===== src/design/mdas_pkg.sv =====
// ----------------------------------------------------------------------------
// mdas_pkg: shared types and constants of the median depth autofocus smoother
// Holds field widths, register indexes, controller states, the command and
// status bundles and the function that builds the per-millisecond decay table.
// ----------------------------------------------------------------------------
package mdas_pkg;

  // Field geometry.
  localparam int WINDOW_SAMPLES = 9;
  localparam int DEPTH_BITS     = 24;
  localparam int DIST_FRAC_BITS = 12;
  localparam int DIST_W         = 2 * DIST_FRAC_BITS;
  localparam int MS_W           = 16;
  localparam int COUNT_W        = 4;
  localparam int MIN_KEPT       = 3;
  localparam int IDX_W          = $clog2(WINDOW_SAMPLES);
  localparam int CNT_W          = $clog2((WINDOW_SAMPLES > DIST_W) ? WINDOW_SAMPLES : DIST_W);

  // Default cap on the elapsed time, in milliseconds.
  localparam int ELAPSED_CAP_MS = 250;

  // Q1.30 arithmetic of the smoothing factor.
  localparam int ALPHA_W = 31;
  localparam logic [63:0] Q30_ONE      = 64'd1 << 30;
  localparam logic [63:0] Q30_HALF     = 64'd1 << 29;
  localparam logic [63:0] DECAY_PER_MS = 64'd1070678369;

  // Configuration port.
  localparam int CFG_IDX_W  = 2;
  localparam int CFG_DATA_W = DIST_W;

  typedef enum logic [CFG_IDX_W-1:0] {
    CFG_NEAR  = 2'd0,
    CFG_FAR   = 2'd1,
    CFG_LIMIT = 2'd2
  } cfg_reg_t;

  localparam logic [DIST_W-1:0]     NEAR_RESET  = 24'd4096;
  localparam logic [DIST_W-1:0]     FAR_RESET   = 24'd16773120;
  localparam logic [DEPTH_BITS-1:0] LIMIT_RESET = 24'd16775538;

  // Controller states.
  typedef enum logic [2:0] {
    ST_IDLE,
    ST_RANK,
    ST_MUL,
    ST_DEN,
    ST_DIV,
    ST_SEL,
    ST_STEP,
    ST_DONE
  } state_t;

  // Commands from the controller to the datapath.
  typedef struct packed {
    logic             load;
    logic             rank_en;
    logic [IDX_W-1:0] rank_idx;
    logic             mul_en;
    logic             den_en;
    logic             div_en;
    logic             sel_en;
    logic             step_en;
    logic             commit;
  } cmd_t;

  // Status from the datapath to the controller.
  typedef struct packed {
    logic is_restart;
    logic do_median;
    logic out_busy;
  } status_t;

  // Keep factor after ms rounded decay steps, Q1.30.
  function automatic logic [ALPHA_W-1:0] keep_factor(input int unsigned ms);
    logic [63:0] k;
    k = Q30_ONE;
    for (int unsigned i = 0; i < ms; i++) begin
      k = (k * DECAY_PER_MS + Q30_HALF) >> 30;
    end
    return k[ALPHA_W-1:0];
  endfunction

endpackage


===== src/design/mdas_ctrl.sv =====
// ----------------------------------------------------------------------------
// mdas_ctrl: sequencing state machine
// Steps one transaction through ranking, linearization, division, target
// selection, smoothing and result hand-off.
// ----------------------------------------------------------------------------
module mdas_ctrl (
  input  logic              clk,
  input  logic              rst,
  input  logic              accept,
  input  mdas_pkg::status_t status,
  output logic              ready,
  output mdas_pkg::cmd_t    cmd
);
  import mdas_pkg::*;

  state_t           state;
  state_t           state_next;
  logic [CNT_W-1:0] cnt;

  // State register.
  always_ff @(posedge clk) begin
    if (rst) begin
      state <= ST_IDLE;
    end else begin
      state <= state_next;
    end
  end

  // Step counter for the ranking and division loops; restarts on each state change.
  always_ff @(posedge clk) begin
    if (rst || state != state_next) begin
      cnt <= '0;
    end else if (state == ST_RANK || state == ST_DIV) begin
      cnt <= cnt + 1'b1;
    end
  end

  // Next state.
  always_comb begin
    state_next = state;
    case (state)
      ST_IDLE: begin
        if (accept) state_next = ST_RANK;
      end
      ST_RANK: begin
        if (cnt == CNT_W'(WINDOW_SAMPLES - 1)) begin
          if (status.is_restart)     state_next = ST_DONE;
          else if (status.do_median) state_next = ST_MUL;
          else                       state_next = ST_SEL;
        end
      end
      ST_MUL:  state_next = ST_DEN;
      ST_DEN:  state_next = ST_DIV;
      ST_DIV: begin
        if (cnt == CNT_W'(DIST_W - 1)) state_next = ST_SEL;
      end
      ST_SEL:  state_next = ST_STEP;
      ST_STEP: state_next = ST_DONE;
      ST_DONE: begin
        if (!status.out_busy) state_next = ST_IDLE;
      end
      default: state_next = ST_IDLE;
    endcase
  end

  // Outputs.
  always_comb begin
    cmd          = '0;
    cmd.rank_idx = cnt[IDX_W-1:0];
    ready        = 1'b0;
    case (state)
      ST_IDLE: begin
        ready    = 1'b1;
        cmd.load = accept;
      end
      ST_RANK: cmd.rank_en = 1'b1;
      ST_MUL:  cmd.mul_en  = 1'b1;
      ST_DEN:  cmd.den_en  = 1'b1;
      ST_DIV:  cmd.div_en  = 1'b1;
      ST_SEL:  cmd.sel_en  = 1'b1;
      ST_STEP: cmd.step_en = 1'b1;
      ST_DONE: cmd.commit  = !status.out_busy;
      default: ready       = 1'b0;
    endcase
  end

endmodule


===== config.mk =====
export PLATFORM = sky130hd
export DESIGN_NAME = mdas_ctrl
export DESIGN_NICKNAME = d
export VERILOG_FILES = /design/src/design/mdas_pkg.sv /design/src/design/mdas_ctrl.sv
export SDC_FILE = /design/constraint.sdc
export NUM_CORES = 1
export LEC_CHECK = 0
export BUFFER_PORTS_ARGS = -buffer_cell sky130_fd_sc_hd__buf_2
export CAP_MARGIN = 20
export CORE_ASPECT_RATIO = 1.1
export CORE_UTILIZATION = 39
export CTS_BUF_LIST = sky130_fd_sc_hd__clkbuf_8
export DETAILED_ROUTE_END_ITERATION = 16
export PLACE_DENSITY = 0.73
export SLEW_MARGIN = 10
export SYNTH_ARGS = -nofsm -noshare
export SYNTH_HDL_FRONTEND = slang
export SYNTH_SLANG_ARGS = --single-unit

===== constraint.sdc =====
create_clock -name clk -period 2 [get_ports clk]
set_clock_uncertainty 0.05 [all_clocks]
set_input_delay 0.2 -clock clk [delete_from_list [all_inputs] [get_ports clk]]
set_output_delay 0.2 -clock clk [all_outputs]
set_load 0.05 [all_outputs]

==> impl_summary.txt <==
----------------------------------------------------
[Outcome]
  Status ... finished, final reports clean

[Layout]
  Number of fill cells in the layout ... between 150 and 200
  Final Cell Area ... 827 sq um
  Diode insertion count for antenna repair ... 0
  Share of layout cells above drive strength 1 ... 0.417
  Layout area overhead ... 19.1%
  Net count reported at finish ... about 110

[Placement]
  IO Port Bufs ... 18
  Post-placement cell area ... around 790 sq um
  Pre-CTS WS ... around 0.31 ns
  Gp weighted congestion ... roughly 0.83
  HPWL after detailed placement ... 1.18 mm

[Timing]
  Time the worst path needs with I/O delays and setup ... around 1.7 ns
  Worst slew pin tran ... between 0.4 and 0.5 ns
  Max-slew headroom at the worst pin ... 0.675
  Worst hold slack after final layout ... 0.140 ns
  Max-slew violation count ... 0
  Total setup violations reported at the end of the flow ... 0
  Highest Clock Rate ... between 0.5 and 0.6 GHz
  Number of hold-slack violations in the final timing report ... 0
  Final Worst Setup Slack ... around 0.28 ns
  Post-route clock period utilization ... 0.862
  Setup repair after global routing missed its margin ... false

[Logic synthesis]
  Synthesized area ... 694 sq um
  Synth top area cells ... sky130_fd_sc_hd__dfxtp_1, sky130_fd_sc_hd__and4bb_1, sky130_fd_sc_hd__buf_4, sky130_fd_sc_hd__nand2_1, sky130_fd_sc_hd__nor3_1
  EDFF count, synth ... 0
  Number of warnings issued by yosys ... 0
  Net count after synthesis ... about 90
  Largest area contributor in the netlist ... sky130_fd_sc_hd__dfxtp_1
  Top FF cell, synth ... sky130_fd_sc_hd__dfxtp_1
  Most frequent cell after synthesis ... sky130_fd_sc_hd__nand2_1
  Post-synth top area share ... 0.231
  Flops & latches, synth ... 8
  Mean post-synth cell area ... between 8 and 9 sq um
  Sequential area share after synthesis ... 0.231
  Synth Instances ... 80
  Post-synth top cells ... sky130_fd_sc_hd__nand2_1, sky130_fd_sc_hd__dfxtp_1, sky130_fd_sc_hd__nor3_1
  Number of distinct library cells after synthesis ... 35
  Synth async-reset ratio ... 0

[Setup path]
  Critical path fanouts, max ... 11
  Nature of the critical path startpoint ... flop
  Total buffers and inverters traversed by the critical path ... 2
  Biggest cell delay along the critical path ... 0.45 ns
  Critical path arrival ... about 1.5 ns
  Kind of capture point of the worst setup path ... output pin
  Critical-path cell with the highest stage delay ... sky130_fd_sc_hd__dfxtp_1
  Endpoint required time on the critical path ... 1.75 ns
  Critical path start-end classification ... flop to output pin
  Cell-by-cell trace of the critical path ... buf_4 > nand2_1 > nor3_2 > buf_2
  CP top delay family ... buffers and inverters

[Global routing]
  Total congestion overflow after global routing ... 0
  Met2 usage in global routing ... 0.335
  Busiest layer in global routing ... met2
  Global-route wire length before repair ... about 2.7 mm
  Maximum number of pins on one net before global-route repair ... 15
  Overall Global Routing Usage ... 0.183
  Initial antenna violation count ... 0
  Via count of the first global-routing pass ... between 500 and 600
  GRT met1 Usage ... 0.211
  Routing usage on met3 ... 0.0706

[Die]
  DIE HEIGHT ... 46.3 microns
  Area of the die ... 0.00195 sq mm
  Die Width ... about 42 microns
  Effective utilization at floorplan ... 0.430
  Core outline area ... 0.00161 sq mm
  Number of top-level pins ... 19
  Floorplan row count ... 15

[Clocking]
  Clock Tree Root ... sky130_fd_sc_hd__clkbuf_8
  CTS clk-pin slew, worst paths ... around 0.040 ns
  Later-pin clock latency in the skew report ... 0.23 ns
  Clock tree from TritonCTS ... yes
  CTS Buffer Depth ... 2
  Hold bufs inserted after CTS ... 0
  Number of buffers added by the clock tree synthesis step ... 3
  Number of sinks handled by clock tree synthesis ... 8
  Number of setup buffers added after CTS ... 0
  Number of resized instances in the post-cts repair step ... 0
  H-tree depth ... 1

[Detailed routing]
  Routed via count ... between 600 and 700
  Detailed Routing Iterations Pass 1 ... 4
  Routed wire length per instance ... between 10 and 15 microns
  Total detailed-routing wirelength ... between 1.5 and 2 mm
  Antenna violation net count after detailed routing ... 0
  Drt initial violations ... 15
  Mean number of vias per cell ... between 5 and 6
  DR DRC count ... 0

[Run]
  Reported max-cap violation count ... 0

[Power and ir drop]
  Reported leakage power ... roughly 0.35 nW
  Largest voltage drop on the vdd net ... 355 uV
  Power Density ... 532 mW/mm^2

[Min path]
  Worst hold path type ... input port to flop

----------------------------------------------------
## stage by stage
step                      utilization  cells  TNS, ns  power [mW]
after floorplan                     -     80   -0.195       0.234
after global placement          0.487    110        0       0.251
after detailed placement        0.487    110        0       0.253
after CTS                       0.512    113        0       0.446
after global routing            0.512    113        0       0.464
final                           0.512    113        0       0.440
## registers in the layout, indices dropped and copies added (netlist names)
name   count
state      3
cnt        5
## per-layer routing
metal | up-vias | wire [microns]
met5 | - | 0
li1 | 317 | -
met2 | 21 | 735
met4 | 0 | 0
met3 | 0 | 83
met1 | 278 | 703
## layout make-up
| type | count | area (sq um) | area share |
|---|---|---|---|
| Multi-Input combinational cell | 59 | 469 | 0.567 |
| Sequential cell | 8 | 160 | 0.194 |
| Timing Repair Buffer | 22 | 120 | 0.145 |
| Clock buffer | 3 | 41.3 | 0.0499 |
| Tap cell | 17 | 21.3 | 0.0257 |
| Inverter | 4 | 15.0 | 0.0182 |
## layout by cell type, fill, tap and decap left out, types with 4 or more instances in the layout
cell type                  count
sky130_fd_sc_hd__nor3_1        4
sky130_fd_sc_hd__nand3_1       4
sky130_fd_sc_hd__nor2_1        5
sky130_fd_sc_hd__buf_2        18
sky130_fd_sc_hd__buf_4         4
sky130_fd_sc_hd__nor3_2        4
sky130_fd_sc_hd__and4bb_1      4
sky130_fd_sc_hd__nand2_1       9
sky130_fd_sc_hd__dfxtp_1       8
## cell families after synthesis
family                   share of synthesized area
buffers and inverters                        0.108
XOR/XNOR                                    0.0739
multiplexers                                0.0162
AO/OA/AOI/OAI                                0.178
AND/OR/NAND/NOR                              0.357
adder cells (fa/ha/maj)                     0.0360
flip-flops                                   0.231
## final timing paths
path	startpoint	end	slack, ns	cells after the start
max	state[2]$_SDFF_PP0_	cmd[0]	0.28	4
min	rst	state[1]$_SDFF_PP0_	0.14	2
max reg2reg	cnt[0]$_SDFFE_PP0P_	cnt[2]$_SDFFE_PP0P_	0.29	6
min reg2reg	cnt[4]$_SDFFE_PP0P_	cnt[4]$_SDFFE_PP0P_	0.53	2
## power breakdown
part,switching (mW),internal [mW]
logic,0.0558,0.0273
registers,0.00368,0.164
clock network,0.0590,0.130
total,0.119,0.321
Power figures use the tool's default switching activity.
